--- src/rtl/lpe_pkg.sv ---
package lpe_pkg;

    // Widths fixed by the item fields.
    localparam int READING_W = 16;
    localparam int REG_W     = 16;
    localparam int POS_W     = 12;

    // Default number of significant bits in one reading.
    localparam int SAMPLE_BITS_DEF = 16;

    // The quotient always lies in 1000..3000, so twelve bits hold it.
    localparam int QUO_W     = 12;
    localparam int DIV_STEPS = QUO_W;
    localparam int CNT_W     = 4;

    // Configuration port.
    localparam int CFG_IDX_W = 2;
    localparam logic [CFG_IDX_W-1:0] REG_LINE_THR  = CFG_IDX_W'(0);
    localparam logic [CFG_IDX_W-1:0] REG_NOISE_THR = CFG_IDX_W'(1);

    localparam logic [REG_W-1:0] LINE_THR_RST  = REG_W'(200);
    localparam logic [REG_W-1:0] NOISE_THR_RST = REG_W'(50);

    // Position constants.
    localparam int WEIGHT_STEP = 1000;
    localparam logic [POS_W-1:0] CENTER_POS = POS_W'(2000);
    localparam logic [POS_W-1:0] FAR_LEFT   = POS_W'(0);
    localparam logic [POS_W-1:0] FAR_RIGHT  = POS_W'(4000);

    typedef struct packed {
        logic [READING_W-1:0] sensor_left;
        logic [READING_W-1:0] sensor_center;
        logic [READING_W-1:0] sensor_right;
    } t_in_item;

    typedef struct packed {
        logic [POS_W-1:0] position;
        logic             line_seen;
    } t_out_item;

    typedef enum logic [1:0] {
        ST_IDLE,
        ST_MUL,
        ST_DIV,
        ST_DONE
    } t_lpe_state;

    // Commands from the controller to the datapath.
    typedef struct packed {
        logic load;
        logic mul;
        logic div_step;
        logic finish;
    } t_lpe_cmd;

    // Status from the datapath to the controller.
    typedef struct packed {
        logic need_div;
        logic out_free;
    } t_lpe_status;

endpackage

--- src/rtl/lpe_ctrl.sv ---
module lpe_ctrl (
    input  logic                 i_clk,
    input  logic                 i_rst_n,
    input  logic                 i_in_valid,
    output logic                 o_in_ready,
    input  lpe_pkg::t_lpe_status i_status,
    output lpe_pkg::t_lpe_cmd    o_cmd
);

    lpe_pkg::t_lpe_state             r_state, n_state;
    logic [lpe_pkg::CNT_W-1:0]       r_cnt, n_cnt;

    // State and step counter registers.
    always_ff @(posedge i_clk) begin
        if (!i_rst_n) begin
            r_state <= lpe_pkg::ST_IDLE;
            r_cnt   <= '0;
        end else begin
            r_state <= n_state;
            r_cnt   <= n_cnt;
        end
    end

    // Next state and commands. The input side stays closed while reset is held.
    always_comb begin
        n_state    = r_state;
        n_cnt      = r_cnt;
        o_in_ready = 1'b0;
        o_cmd      = '0;
        unique case (r_state)
            lpe_pkg::ST_IDLE: begin
                o_in_ready = i_rst_n;
                if (i_in_valid && i_rst_n) begin
                    o_cmd.load = 1'b1;
                    n_state    = lpe_pkg::ST_MUL;
                end
            end
            lpe_pkg::ST_MUL: begin
                o_cmd.mul = 1'b1;
                n_cnt     = '0;
                n_state   = i_status.need_div ? lpe_pkg::ST_DIV : lpe_pkg::ST_DONE;
            end
            lpe_pkg::ST_DIV: begin
                o_cmd.div_step = 1'b1;
                n_cnt          = r_cnt + 1'b1;
                if (r_cnt == lpe_pkg::CNT_W'(lpe_pkg::DIV_STEPS - 1)) begin
                    n_state = lpe_pkg::ST_DONE;
                end
            end
            lpe_pkg::ST_DONE: begin
                if (i_status.out_free) begin
                    o_cmd.finish = 1'b1;
                    n_state      = lpe_pkg::ST_IDLE;
                end
            end
            default: begin
                n_state = lpe_pkg::ST_IDLE;
            end
        endcase
    end

endmodule

--- src/rtl/lpe_datapath.sv ---
module lpe_datapath #(
    parameter int SAMPLE_BITS = lpe_pkg::SAMPLE_BITS_DEF
) (
    input  logic                            i_clk,
    input  logic                            i_rst_n,
    input  lpe_pkg::t_lpe_cmd               i_cmd,
    output lpe_pkg::t_lpe_status            o_status,
    input  lpe_pkg::t_in_item               i_in_data,
    output logic                            o_out_valid,
    input  logic                            i_out_ready,
    output lpe_pkg::t_out_item              o_out_data,
    input  logic                            i_cfg_valid,
    input  logic [lpe_pkg::CFG_IDX_W-1:0]   i_cfg_index,
    input  logic [lpe_pkg::REG_W-1:0]       i_cfg_data
);

    // Plain sum of three readings, and l + 2c + 3r.
    localparam int PLAIN_W = SAMPLE_BITS + 2;
    localparam int SCALE_W = SAMPLE_BITS + 3;
    // Weighted sum is 1000 * (l + 2c + 3r) and fits SAMPLE_BITS + 13 bits;
    // the shifted divisor plain << 11 has the same width.
    localparam int SUM_W   = SAMPLE_BITS + 13;
    localparam int QUO_W   = lpe_pkg::QUO_W;

    logic [lpe_pkg::REG_W-1:0] r_line_thr, r_noise_thr;
    logic [lpe_pkg::POS_W-1:0] r_last_pos;
    logic                      r_seen;
    logic [PLAIN_W-1:0]        r_plain;
    logic [SCALE_W-1:0]        r_scale;
    logic [SUM_W-1:0]          r_rem;
    logic [SUM_W-1:0]          r_div;
    logic [QUO_W-1:0]          r_quo;
    logic                      r_out_valid;
    lpe_pkg::t_out_item        r_out_data;

    logic [SAMPLE_BITS-1:0]    samp_l, samp_c, samp_r;
    logic [SCALE_W-1:0]        inc_l, inc_c, inc_r;
    logic                      seen;
    logic [PLAIN_W-1:0]        plain;
    logic [SCALE_W-1:0]        scale;
    logic                      ge;
    lpe_pkg::t_out_item        result;

    // Configuration registers.
    always_ff @(posedge i_clk) begin
        if (!i_rst_n) begin
            r_line_thr  <= lpe_pkg::LINE_THR_RST;
            r_noise_thr <= lpe_pkg::NOISE_THR_RST;
        end else if (i_cfg_valid) begin
            unique case (i_cfg_index)
                lpe_pkg::REG_LINE_THR:  r_line_thr  <= i_cfg_data;
                lpe_pkg::REG_NOISE_THR: r_noise_thr <= i_cfg_data;
                default: ;
            endcase
        end
    end

    // Threshold tests and the narrow sums on the incoming item.
    always_comb begin
        samp_l = i_in_data.sensor_left[SAMPLE_BITS-1:0];
        samp_c = i_in_data.sensor_center[SAMPLE_BITS-1:0];
        samp_r = i_in_data.sensor_right[SAMPLE_BITS-1:0];
        seen   = (lpe_pkg::REG_W'(samp_l) > r_line_thr)
               | (lpe_pkg::REG_W'(samp_c) > r_line_thr)
               | (lpe_pkg::REG_W'(samp_r) > r_line_thr);
        inc_l  = (lpe_pkg::REG_W'(samp_l) > r_noise_thr) ? SCALE_W'(samp_l) : '0;
        inc_c  = (lpe_pkg::REG_W'(samp_c) > r_noise_thr) ? SCALE_W'(samp_c) : '0;
        inc_r  = (lpe_pkg::REG_W'(samp_r) > r_noise_thr) ? SCALE_W'(samp_r) : '0;
        plain  = PLAIN_W'(inc_l + inc_c + inc_r);
        scale  = inc_l + (inc_c << 1) + (inc_r << 1) + inc_r;
    end

    // Restoring division step: one quotient bit per cycle, MSB first.
    assign ge = (r_rem >= r_div);

    // Capture, scale by the weight step, then divide.
    always_ff @(posedge i_clk) begin
        if (i_cmd.load) begin
            r_seen  <= seen;
            r_plain <= plain;
            r_scale <= scale;
        end
        if (i_cmd.mul) begin
            r_rem <= SUM_W'(r_scale) * SUM_W'(lpe_pkg::WEIGHT_STEP);
            r_div <= SUM_W'({r_plain, {(QUO_W - 1){1'b0}}});
            r_quo <= '0;
        end
        if (i_cmd.div_step) begin
            if (ge) begin
                r_rem <= r_rem - r_div;
            end
            r_div <= r_div >> 1;
            r_quo <= {r_quo[QUO_W-2:0], ge};
        end
    end

    // Select the result: quotient, held position, or a far edge.
    always_comb begin
        result.line_seen = r_seen;
        if (!r_seen) begin
            result.position = (r_last_pos < lpe_pkg::CENTER_POS) ?
                              lpe_pkg::FAR_LEFT : lpe_pkg::FAR_RIGHT;
        end else if (r_plain == '0) begin
            result.position = r_last_pos;
        end else begin
            result.position = lpe_pkg::POS_W'(r_quo);
        end
    end

    // Stored position follows each divided result.
    always_ff @(posedge i_clk) begin
        if (!i_rst_n) begin
            r_last_pos <= '0;
        end else if (i_cmd.finish && r_seen && (r_plain != '0)) begin
            r_last_pos <= lpe_pkg::POS_W'(r_quo);
        end
    end

    // Output register; it is freed by a transfer on the output channel.
    always_ff @(posedge i_clk) begin
        if (!i_rst_n) begin
            r_out_valid <= 1'b0;
        end else if (i_cmd.finish) begin
            r_out_valid <= 1'b1;
        end else if (i_out_ready) begin
            r_out_valid <= 1'b0;
        end
    end

    always_ff @(posedge i_clk) begin
        if (i_cmd.finish) begin
            r_out_data <= result;
        end
    end

    assign o_out_valid       = r_out_valid;
    assign o_out_data        = r_out_data;
    assign o_status.need_div = r_seen && (r_plain != '0);
    assign o_status.out_free = !r_out_valid || i_out_ready;

endmodule

--- src/rtl/line_position_estimator_unit.sv ---
// Line position estimator.
// Input channel (i_in_valid / o_in_ready / i_in_data) carries the three middle
// reflectance readings of a sensor bar. Output channel (o_out_valid /
// i_out_ready / o_out_data) returns one position and a line-seen flag per item.
// Configuration channel (i_cfg_valid / o_cfg_ready / i_cfg_index / i_cfg_data)
// writes the line threshold (index 0) or the noise threshold (index 1); it is
// ready whenever reset is released, and other indexes are ignored.
// One item is processed at a time. When the line is seen and some reading is
// above noise, the position is found by a restoring divider that produces one
// quotient bit per cycle, and the block takes no new item until the division
// is done and the result is handed to the output register. Otherwise the
// divider is skipped and the result goes from the scaling step straight to
// the output register.
// The result sits in an output register; the block accepts the next item
// while it waits. A stalled receiver holds the finished item in the datapath
// with the controller waiting; no input is taken until the register is free.
// Synchronous reset restores the thresholds to 200 and 50, clears the stored
// position to 0 and empties the output register; both ready outputs stay low
// while reset is held.
module line_position_estimator_unit #(
    parameter int SAMPLE_BITS = lpe_pkg::SAMPLE_BITS_DEF
) (
    input  logic                            i_clk,
    input  logic                            i_rst_n,
    input  logic                            i_in_valid,
    output logic                            o_in_ready,
    input  lpe_pkg::t_in_item               i_in_data,
    output logic                            o_out_valid,
    input  logic                            i_out_ready,
    output lpe_pkg::t_out_item              o_out_data,
    input  logic                            i_cfg_valid,
    output logic                            o_cfg_ready,
    input  logic [lpe_pkg::CFG_IDX_W-1:0]   i_cfg_index,
    input  logic [lpe_pkg::REG_W-1:0]       i_cfg_data
);

    lpe_pkg::t_lpe_cmd    cmd;
    lpe_pkg::t_lpe_status status;

    assign o_cfg_ready = i_rst_n;

    // Sequencer.
    lpe_ctrl u_ctrl (
        .i_clk      (i_clk),
        .i_rst_n    (i_rst_n),
        .i_in_valid (i_in_valid),
        .o_in_ready (o_in_ready),
        .i_status   (status),
        .o_cmd      (cmd)
    );

    // Sums, divider and output register.
    lpe_datapath #(
        .SAMPLE_BITS (SAMPLE_BITS)
    ) u_datapath (
        .i_clk       (i_clk),
        .i_rst_n     (i_rst_n),
        .i_cmd       (cmd),
        .o_status    (status),
        .i_in_data   (i_in_data),
        .o_out_valid (o_out_valid),
        .i_out_ready (i_out_ready),
        .o_out_data  (o_out_data),
        .i_cfg_valid (i_cfg_valid),
        .i_cfg_index (i_cfg_index),
        .i_cfg_data  (i_cfg_data)
    );

endmodule

--- config.mk ---
export PLATFORM = sky130hd
export DESIGN_NAME = line_position_estimator_unit
export DESIGN_NICKNAME = d
export VERILOG_FILES = /design/src/rtl/lpe_pkg.sv /design/src/rtl/lpe_ctrl.sv /design/src/rtl/lpe_datapath.sv /design/src/rtl/line_position_estimator_unit.sv
export SDC_FILE = /design/constraint.sdc
export NUM_CORES = 1
export LEC_CHECK = 0
export BUFFER_PORTS_ARGS = -buffer_cell sky130_fd_sc_hd__buf_2
export CAP_MARGIN = 20
export CELL_PAD_IN_SITES_DETAIL_PLACEMENT = 0
export CELL_PAD_IN_SITES_GLOBAL_PLACEMENT = 1
export CORE_MARGIN = 2
export CORE_UTILIZATION = 45
export CTS_BUF_LIST = sky130_fd_sc_hd__clkbuf_8
export DETAILED_ROUTE_END_ITERATION = 7
export GPL_ROUTABILITY_DRIVEN = 0
export HOLD_SLACK_MARGIN = 0.03
export PLACE_DENSITY_LB_ADDON = 0.1
export SETUP_SLACK_MARGIN = 0.15
export SLEW_MARGIN = 30
export SYNTH_ARGS = -nofsm -noshare
export SYNTH_HDL_FRONTEND = slang
export SYNTH_SLANG_ARGS = --single-unit
--- constraint.sdc ---
create_clock -name i_clk -period 5.3 [get_ports i_clk]
set_clock_uncertainty 0.2 [all_clocks]
set_input_delay 0.53 -clock i_clk [delete_from_list [all_inputs] [get_ports i_clk]]
set_output_delay 0.53 -clock i_clk [all_outputs]
set_load 0.005 [all_outputs]
==> results of run 1 <==
area by class of cell:
type / instances / area [um2] / area share
multi-input combinational: 1275 / 11440 / 0.5820
sequential: 172 / 4355 / 0.2217
timing repair buffer: 288 / 1973 / 0.1004
inverter: 247 / 932.1 / 0.04744
tap: 468 / 585.6 / 0.02980
clock buffer: 17 / 234.0 / 0.01191
clock inverter: 15 / 127.6 / 0.006495
antenna: 2 / 5.005 / 0.0002547
routing by layer:
| metal | global-route usage | share of wire |
|---|---|---|
| met1 | 0.3221 | 0.47 |
| met2 | 0.3811 | 0.47 |
| met3 | 0.03903 | 0.038 |
| met4 | 0.06192 | 0.021 |
| met5 | 0 | 0.00030 |
critical path, cell delays in order (launching register included):
cell and delay, ns:
dfxtp_1 0.45, ha_1 0.24, nor2b_4 0.05, o21a_1 0.16, o21a_1 0.18, o21a_1 0.17, o21a_1 0.17, o211ai_1 0.18
a21oi_2 0.11, buf_4 0.15, buf_6 0.11, o21ai_4 0.16, fa_1 0.43, fa_1 0.51, inv_2 0.05, ha_4 0.16
a211o_1 0.34, a211oi_4 0.30, o2111ai_2 0.15, a31oi_2 0.18, nor2b_1 0.07, o21a_1 0.19, o41a_1 0.32, xor2_1 0.14
timing repair:
action,CTS,global route
pin swaps,28,45
endpoints found under the hold margin,0,0
buffers inserted,11,13
gates resized for setup,29,67
setup endpoints to repair,13,27
stage by stage:
| step | worst slack, ns | std cells | setup TNS [ns] |
|---|---|---|---|
| floorplan | -0.2225 | 1740 | -0.3221 |
| global placement | -0.5382 | 2426 | -2.423 |
| detailed placement | -0.6337 | 2426 | -2.974 |
| CTS | -0.2690 | 2469 | -0.6237 |
| global route | -0.3156 | 2483 | -1.137 |
| finish | -0.1018 | 2484 | -0.2144 |
sequential cells by signal, summed over array words and instances (netlist names):
name / count
u_datapath.r_plain: 18
u_datapath.r_noise_thr: 16
u_datapath.r_last_pos: 12
u_datapath.r_quo: 12
u_ctrl.r_cnt: 4
u_datapath.o_out_data: 13
u_datapath.r_line_thr: 16
u_datapath.r_scale: 19
u_datapath.r_rem: 29
u_datapath.r_seen: 1
u_datapath.r_div: 29
u_datapath.o_out_valid: 1
u_ctrl.r_state: 2
cells in the mapped netlist (all sizes together), types with 5 or more instances:
cell type | count | share of area
a21oi | 83 | 0.025
and3 | 6 | 0.0023
or2 | 8 | 0.0030
o211ai | 42 | 0.019
nand3 | 23 | 0.0070
mux2 | 22 | 0.015
nor2 | 75 | 0.017
and2 | 14 | 0.0053
nor3 | 23 | 0.0070
mux2i | 37 | 0.022
o21a | 44 | 0.020
or3 | 10 | 0.0038
clkbuf | 34 | 0.0077
xnor2 | 33 | 0.018
a31oi | 17 | 0.0064
o31ai | 7 | 0.0032
nor4 | 7 | 0.0030
o21bai | 9 | 0.0041
a211oi | 19 | 0.0086
fa | 116 | 0.14
inv | 247 | 0.056
o2111ai | 6 | 0.0032
nand3b | 5 | 0.0023
edfxtp | 91 | 0.17
nor2b | 52 | 0.020
nand2b | 13 | 0.0049
dfxtp | 81 | 0.098
a211o | 5 | 0.0027
buf | 12 | 0.0045
a21o | 35 | 0.016
ha | 223 | 0.17
nand2 | 117 | 0.027
o21ai | 93 | 0.028
nand4 | 27 | 0.010
xor2 | 28 | 0.015
a21boi | 32 | 0.015
kinds of logic (layout without fill, tap and decap cells):
| logic type | Yosys count | count (layout) | share of synthesized area |
|---|---|---|---|
| AO/OA/AOI/OAI | 430 | 430 | 0.1726 |
| XOR/XNOR | 61 | 61 | 0.03236 |
| buffers and inverters | 293 | 567 | 0.06843 |
| multiplexers | 59 | 59 | 0.03744 |
| adder cells (fa/ha/maj) | 339 | 339 | 0.3097 |
| other | 0 | 2 | 0 |
| flip-flops | 172 | 172 | 0.2637 |
| AND/OR/NAND/NOR | 386 | 386 | 0.1158 |
worst paths after layout:
kind,startpoint,endpoint,slack [ns],cells past startpoint
max,u_datapath.r_noise_thr[0]$_SDFFE_PN0P_,u_datapath.r_scale[17]$_DFFE_PP_,-0.10,23
min,i_cfg_data[4],u_datapath.r_noise_thr[4]$_SDFFE_PN1P_,0.07,3
min reg2reg,u_datapath.r_noise_thr[13]$_SDFFE_PN0P_,u_datapath.r_noise_thr[13]$_SDFFE_PN0P_,0.27,2
max reg2reg,u_datapath.r_noise_thr[0]$_SDFFE_PN0P_,u_datapath.r_scale[17]$_DFFE_PP_,-0.10,23
==> out/results.md, run 1 <==
| Quantity | Reported |
|---|---|
| Required arrival time at the worst endpoint | 5.36 ns |
| Final period utilization | 1.019 |
| Maximum clock path buffer count | 2 |
| Netlist Area Pre-Place | 16510 um2 |
| Number of iterations in the first detailed-routing pass | 5 |
| Yosys Warn Count | 0 |
| Inserted Clock Buffers | 17 |
| Critical path endpoint category | register |
| Fraction of the core area covered by cells at the end of the flow | 0.5406 |
| Wire length per cell | 17.73 um |
| Setup repair after global routing missed its margin | yes |
| Final-report setup violation count | 4 |
| Critical path launch point type | register |
| Violated checks | negative setup slack |
| # fillers | 3334 |
| Clock Sinks | 172 |
| Number of vias in the routed layout | 13300 |
| WP data arrival | 5.46 ns |
| Tightest slew margin relative to the limit | 0.3787 |
| Number of vias per cell after detailed routing | 5.355 |
| Peak clock frequency supported by timing | 185.1 MHz |
| Pins over their slew limit | 0 |
| Maximum number of pins on one net before global-route repair | 56 |
| Flip-flop and latch count after synthesis | 172 |
| Layout-stage area growth over the synthesis result | 19.01% |
| Smallest setup slack after layout | -0.1018 ns |
| Number of library cell types mapped by synthesis | 65 |
| Share of final-layout standard cells stronger than drive strength 1 | 0.2165 |
| Wire length of the first global-routing pass | 69520 um |
| Overall overflow remaining after global route | 0 |
| Number of standard-cell rows in the floorplan | 70 |
| DRT antenna net count | 0 |
| Worst Hold Margin | 0.07012 ns |
| Final critical path time including I/O delays and setup | 5.402 ns |
| Die area | 38240 um2 |
| Chip height | 195.5 um |
| Clk Latency, worst-skew pair | 0.50 ns |
| Antenna violations before repair | 3 |
| Clock transition at the registers of the reported paths | 0.10 ns |
| Post-route DRC | 0 |
| Transition at the pin with the smallest max-transition slack | 0.9320 ns |
| Total Routing Usage GR | 0.2336 |
| EDFF count, synth | 91 |
| Placeable Area | 36350 um2 |
| Nets in the synthesized netlist | 2150 |
| Worst Hold Class | in2reg |
| Initial Utilization | 0.4542 |
| Initial DRC count | 624 |
| Via count of the first global-routing pass | 13120 |
| WL final | 44040 um |
| Depth of the CTS H-tree | 4 |
| Result of the run | finished, violations left |
| TritonCTS clock tree | yes |
| Sequential-to-total area share from yosys stat | 0.2637 |
| Max-cap check violation count | 0 |
| Port buffer count | 86 |
| Total I/O pin count | 87 |
| Top library cells by usage in the layout, fill and taps aside | 234 x inv_1, 212 x ha_1, 195 x buf_4 |
| CTS root buffer | clkbuf_8 |
| Post-synth ARST share | 0 |
| Maximum fanout along the worst path | 4 |
| Dominant register cell in the synthesized netlist | edfxtp_1 |
| Final #Nets | 2411 |
| Critical path type | reg2reg |
| Count of mapped cells out of synthesis | 1740 |
| Die X-Extent | 195.5 um |
| Hold bufs inserted after CTS | 0 |
| Final Hold Viols | 0 |
| Most common library cell in the layout ignoring fill and taps | inv_1 |
| Post-Place Cell Area | 18760 um2 |
| Average footprint of a synthesized cell | 9.488 um2 |
| Post-DP HPWL | 36560 um |
| Design Area, Final | 19650 um2 |
Power of run 1 is not shown: default switching activity piles up to over one toggle a cycle in this logic, so the estimate is an artifact.
==> run 2: changes to the inputs <==
clock period = 5.7 ns   (was 5.3 ns; I/O delays follow)
==> run 2 against run 1 <==
The flow now finishes without violations; setup slack gained 0.33 ns; hold slack better by 0.062 ns; design area decreased by 3.1%; maximum frequency shrank 1.3%; die area is the same; via count down 1.6%.
==> out/results.md, run 2 (same netlist as run 1, synthesis figures left out) <==
| Quantity | Reported | vs previous |
|---|---|---|
| Critical path launch point type | register |  |
| Most common library cell in the layout ignoring fill and taps | inv_1 |  |
| Layout-stage area growth over the synthesis result | 15.32% |  |
| Clock transition at the registers of the reported paths | 0.11 ns | about the same |
| Count of inserted antenna diode cells | 0 | -2 |
| Critical path endpoint category | register |  |
| Maximum number of pins on one net before global-route repair | 56 | unchanged |
| Total I/O pin count | 87 | unchanged |
| Clk Latency, worst-skew pair | 0.48 ns | -0.02 ns |
| Result of the run | finished, final reports clean |  |
| Placeable Area | 36350 um2 | unchanged |
| Worst Hold Class | in2reg |  |
| Ordered list of cells on the worst path | inv_4 -> ha_4 -> nor2b_1 -> o21a_1 -> o21a_1 -> o21a_1 -> o21a_1 -> o211ai_1 -> a21oi_2 -> buf_4 -> o21ai_4 -> fa_1 -> fa_1 -> inv_1 -> ha_4 -> a211o_1 -> a211oi_2 -> o2111ai_2 -> a31oi_2 -> nor2b_1 -> o21a_1 -> o41a_1 -> xor2_1 |  |
| Post-DP HPWL | 36350 um | -0.57% |
| Tightest slew margin relative to the limit | 0.3954 | +0.01673 |
| Final period utilization | 0.9600 | -0.05920 |
| Chip height | 195.5 um | unchanged |
| Total Routing Usage GR | 0.2328 | -0.0008305 |
| Max-cap check violation count | 0 | unchanged |
| Crit-path slowest cell | fa_1 |  |
| Number of instances in the placed design | 2359 | -2.8% |
| DRT antenna net count | 0 | unchanged |
| # fillers | 3425 | +2.7% |
| CTS root buffer | clkbuf_8 |  |
| Share of final-layout standard cells stronger than drive strength 1 | 0.1733 | -0.04322 |
| Pins over their slew limit | 0 | unchanged |
| Overall overflow remaining after global route | 0 | unchanged |
| WP data arrival | 5.51 ns | +0.05 ns |
| WL final | 43780 um | -0.60% |
| Via count of the first global-routing pass | 13010 | -0.85% |
| Design Area, Final | 19040 um2 | -3.1% |
| Final Hold Viols | 0 | unchanged |
| Wire length of the first global-routing pass | 69550 um | about the same |
| Non-filler instance count after layout | 2413 | -2.9% |
| Final-report setup violation count | 0 | -4 |
| Port buffer count | 86 | unchanged |
| TritonCTS clock tree | yes |  |
| Worst stage delay on the critical path | 0.46 ns | -0.05 ns |
| Final #Nets | 2342 | -2.9% |
| Maximum fanout along the worst path | 5 | +1 |
| Inserted Clock Buffers | 17 | unchanged |
| Cell type group with the largest total delay on the critical path | compound AO/OA/AOI/OAI gates |  |
| Die area | 38240 um2 | unchanged |
| Largest registers in the final layout | u_datapath.r_div (29), u_datapath.r_rem (29), u_datapath.r_scale (19) |  |
| Number of vias per cell after detailed routing | 5.427 | +1.3% |
| Number of standard-cell rows in the floorplan | 70 | unchanged |
| Crit path top cell by count | o21a_1 |  |
| Initial DRC count | 597 | -4.3% |
| Depth of the CTS H-tree | 4 | unchanged |
| Required arrival time at the worst endpoint | 5.74 ns | +0.38 ns |
| Final critical path time including I/O delays and setup | 5.472 ns | +0.07027 ns |
| Critical path buffers and inverters | 3 | unchanged |
| Setup repair after global routing missed its margin | yes |  |
| Critical path type | reg2reg |  |
| Maximum clock path buffer count | 2 | unchanged |
| Wire length per cell | 18.14 um | +2.3% |
| Initial Utilization | 0.4542 | unchanged |
| Post-Place Cell Area | 18250 um2 | -2.7% |
| Transition at the pin with the smallest max-transition slack | 0.9069 ns | -0.02509 ns |
| Peak clock frequency supported by timing | 182.7 MHz | -1.3% |
| Number of vias in the routed layout | 13100 | -1.6% |
| Post-route DRC | 0 | unchanged |
| Die X-Extent | 195.5 um | unchanged |
| Number of iterations in the first detailed-routing pass | 5 | unchanged |
| Antenna violations before repair | 0 | -3 |
| Clock Sinks | 172 | unchanged |
| Top library cells by usage in the layout, fill and taps aside | 237 x inv_1, 217 x ha_1, 131 x buf_4 |  |
-- run 2: per-stage QoR --
| stage | setup WS (ns) | TNS (ns) | utilization | hold slack [ns] |
|---|---|---|---|---|
| after floorplan | 0.1338 | 0 | - | 0.2435 |
| after global placement | -0.2046 | -0.3885 | 0.5017 | 0.2555 |
| after detailed placement | -0.2815 | -0.5133 | 0.5022 | 0.2601 |
| after CTS | 0.1601 | 0 | 0.5165 | 0.09725 |
| after global routing | 0.03208 | 0 | 0.5238 | 0.1235 |
| final | 0.2279 | 0 | 0.5238 | 0.1324 |
-- run 2: final timing paths --
check,to,start,depth (start not counted),slack [ns]
worst max-delay path,u_datapath.r_scale[17]$_DFFE_PP_,u_datapath.r_noise_thr[1]$_SDFFE_PN1P_,23,0.23
worst min-delay path,u_datapath.r_noise_thr[5]$_SDFFE_PN1P_,i_cfg_data[5],3,0.13
worst max register to register,u_datapath.r_scale[17]$_DFFE_PP_,u_datapath.r_noise_thr[1]$_SDFFE_PN1P_,23,0.23
worst min register to register,u_datapath.r_line_thr[11]$_SDFFE_PN0P_,u_datapath.r_line_thr[11]$_SDFFE_PN0P_,2,0.27
-- run 2: routing by layer --
layer	vias to the layer above	GRT usage	part of all wire	routed length, um
met1	6312	0.3258	0.48	21070
li1	6486	-	-	-
met2	238	0.3730	0.45	19890
met3	59	0.03385	0.038	1652
met4	0	0.07209	0.027	1167
met5	-	0	0	0
-- run 2: layout make-up --
type,count,area [um2],area share
Multi-Input combinational cell,1275,11260,0.5916
Sequential cell,172,4355,0.2288
Timing Repair Buffer,219,1445,0.07590
Inverter,247,952.2,0.05001
Tap cell,468,585.6,0.03076
Clock buffer,17,234.0,0.01229
Clock inverter,15,202.7,0.01065
-- run 2: worst reg2reg max path, stage by stage (launching register included) --
cell and delay, ns:
dfxtp_2 0.34, inv_4 0.08, ha_4 0.20, nor2b_1 0.12, o21a_1 0.16, o21a_1 0.21
o21a_1 0.18, o21a_1 0.16, o211ai_1 0.20, a21oi_2 0.14, buf_4 0.17, o21ai_4 0.15
fa_1 0.46, fa_1 0.39, inv_1 0.13, ha_4 0.22, a211o_1 0.33, a211oi_2 0.31
o2111ai_2 0.16, a31oi_2 0.19, nor2b_1 0.07, o21a_1 0.19, o41a_1 0.32, xor2_1 0.14
-- run 2: what timing repair did --
item	in CTS	in global routing
gates cloned	0	0
hold buffers	0	0
endpoints found under the setup margin	3	15
buffers inserted	6	16
pin swaps	13	21
gates resized for setup	13	38
Power of run 2 is left out for the same reason.
==> run 3: changes to the inputs <==
CORE_UTILIZATION = 47   (was 45)
==> run 3 against run 2 <==
Non-clock buffer count decreased by 18; critical path depth down 2; wire length down 0.98%; utilization increased by 2.1 points; setup slack improved by 0.034 ns; first-iteration DRC count increased by 22%; clock-buffer cell count unchanged; design area decreased by 1.2%; global-route usage is 0.99 points higher; hold slack got worse by 0.013 ns; die area fell by 4.2%; cell count down 1.3%.
==> out/results.md, run 3 (same netlist as run 1, synthesis figures left out) <==
| Quantity | Reported | vs previous |
|---|---|---|
| Largest registers in the final layout | u_datapath.r_div (29), u_datapath.r_rem (29), u_datapath.r_scale (19) |  |
| Clock transition at the registers of the reported paths | 0.10 ns | about the same |
| Final #Nets | 2324 | -0.77% |
| DRT antenna net count | 0 | unchanged |
| Maximum fanout along the worst path | 5 | unchanged |
| Die area | 36640 um2 | -4.2% |
| Transition at the pin with the smallest max-transition slack | 0.8556 ns | -0.05128 ns |
| Multi-input logic area | 11270 um2 | about the same |
| Post-DP HPWL | 35660 um | -1.9% |
| Top library cells by usage in the layout, fill and taps aside | 239 x inv_1, 215 x ha_1, 116 x fa_1 |  |
| Post-route DRC | 0 | unchanged |
| WL final | 43350 um | -0.98% |
| Required arrival time at the worst endpoint | 5.76 ns | +0.02 ns |
| CTS root buffer | clkbuf_8 |  |
| TNS Setup | 0 ns | unchanged |
| Chip height | 191.4 um | -2.1% |
| Clock Sinks | 172 | unchanged |
| Critical path launch point type | register |  |
| Setup repair after global routing missed its margin | yes |  |
| RR Endpoint | u_datapath.r_scale[17]$_DFFE_PP_ |  |
| Reg2Reg Launch Point | u_datapath.r_noise_thr[9]$_SDFFE_PN0P_ |  |
| Layout-stage area growth over the synthesis result | 13.92% |  |
| # fillers | 3271 | -4.5% |
| Min-Delay Startpoint | i_cfg_data[5] |  |
| TritonCTS clock tree | yes |  |
| Result of the run | finished, final reports clean |  |
| Critical path type | reg2reg |  |
| Maximum clock path buffer count | 2 | unchanged |
| Wire length per cell | 18.20 um | +0.31% |
| Inserted Clock Buffers | 17 | unchanged |
| Peak clock frequency supported by timing | 183.9 MHz | +0.62% |
| Most common library cell in the layout ignoring fill and taps | inv_1 |  |
| Initial DRC count | 726 | +22% |
| Tightest slew margin relative to the limit | 0.4296 | +0.03419 |
| WP data arrival | 5.50 ns | about the same |
| Via count of the first global-routing pass | 12960 | -0.41% |
| Wire length of the first global-routing pass | 68720 um | -1.2% |
| Worst min-delay path endpoint | u_datapath.r_noise_thr[5]$_SDFFE_PN1P_ |  |
| Share of final-layout standard cells stronger than drive strength 1 | 0.1655 | -0.007722 |
| Startpoint of the most critical setup path | u_datapath.r_noise_thr[9]$_SDFFE_PN0P_ |  |
| Placeable Area | 34540 um2 | -5.0% |
| Depth of the CTS H-tree | 4 | unchanged |
| Overall overflow remaining after global route | 0 | unchanged |
| FF-to-FF path depth | 21 | -8.7% |
| Max-cap check violation count | 0 | unchanged |
| Maximum number of pins on one net before global-route repair | 56 | unchanged |
| Sequential cell area | 4355 um2 | unchanged |
| Final critical path time including I/O delays and setup | 5.438 ns | -0.03358 ns |
| Total I/O pin count | 87 | unchanged |
| Cell count of the worst hold path | 3 | unchanged |
| Final period utilization | 0.9541 | -0.005891 |
| Final-report setup violation count | 0 | unchanged |
| Total Routing Usage GR | 0.2427 | +0.009915 |
| Number of vias per cell after detailed routing | 5.506 | +1.5% |
| Worst Hold Class | in2reg |  |
| Number of vias in the routed layout | 13120 | +0.16% |
| Clk Latency, worst-skew pair | 0.50 ns | +0.02 ns |
| Pins over their slew limit | 0 | unchanged |
| Post-Place Cell Area | 18130 um2 | -0.64% |
| Count of inserted antenna diode cells | 0 | unchanged |
| Initial Utilization | 0.4779 | +0.02372 |
| Worst Hold Margin | 0.1195 ns | -0.01292 ns |
| Final Hold Viols | 0 | unchanged |
| Antenna violations before repair | 1 | +1 |
| Die X-Extent | 191.4 um | -2.1% |
| R2R Setup Slk | 0.26 ns | +0.03 ns |
| Critical path endpoint category | register |  |
| Port buffer count | 86 | unchanged |
| Number of standard-cell rows in the floorplan | 68 | -2.9% |
| Design Area, Final | 18810 um2 | -1.2% |
| Number of iterations in the first detailed-routing pass | 5 | unchanged |
run 3: per-layer routing:
layer,GRT usage,vias to the layer above,part of all wire
met2,0.3853,269,0.46
met3,0.03048,52,0.037
met4,0.06391,2,0.020
met5,0,-,0.00025
met1,0.3489,6346,0.48
li1,-,6447,-
run 3: layout make-up:
class | count | share of cell area
Multi-Input combinational cell | 1275 | 0.5995
Sequential cell | 172 | 0.2316
Timing Repair Buffer | 201 | 0.06899
Inverter | 247 | 0.05003
Tap cell | 455 | 0.03027
Clock buffer | 17 | 0.01244
Clock inverter | 15 | 0.007251
run 3: through the flow:
step	std cells	worst slack (ns)	util
floorplan	1740	0.1338	-
global placement	2335	-0.2483	0.5247
detailed placement	2335	-0.3023	0.5250
CTS	2370	0.1415	0.5375
global route	2382	0.04758	0.5445
finish	2382	0.2615	0.5445
run 3: critical path, stage by stage (launching register included):
cell	delay, ns
dfxtp_1	0.34
inv_1	0.10
ha_1	0.32
nand4_1	0.11
nor2_2	0.20
nand3_1	0.13
or3_1	0.45
nand3_1	0.13
nand2_2	0.12
o21ai_2	0.17
fa_1	0.45
fa_1	0.51
inv_2	0.05
ha_4	0.21
a211o_1	0.32
a211oi_4	0.32
o2111ai_2	0.15
a31oi_2	0.19
nor2b_1	0.07
o21a_1	0.18
o41a_1	0.32
xor2_1	0.14
run 3: worst max-delay path by stage:
stage | end | slack [ns] | depth (start not counted)
detailed placement | u_datapath.r_scale[17]$_DFFE_PP_ | -0.30 | 22
global placement | u_datapath.r_scale[17]$_DFFE_PP_ | -0.25 | 22
CTS | u_datapath.r_scale[17]$_DFFE_PP_ | 0.14 | 23
finish | u_datapath.r_scale[17]$_DFFE_PP_ | 0.26 | 21
global route | u_datapath.r_scale[17]$_DFFE_PP_ | 0.05 | 23
floorplan | u_datapath.r_scale[17]$_DFFE_PP_ | 0.13 | 21
run 3: repair_timing:
item,CTS,global route
hold buffers,0,0
setup buffers,3,12
gates resized for setup,13,40
setup endpoints to repair,3,13
pin swaps,15,29
Power of run 3 is left out for the same reason.
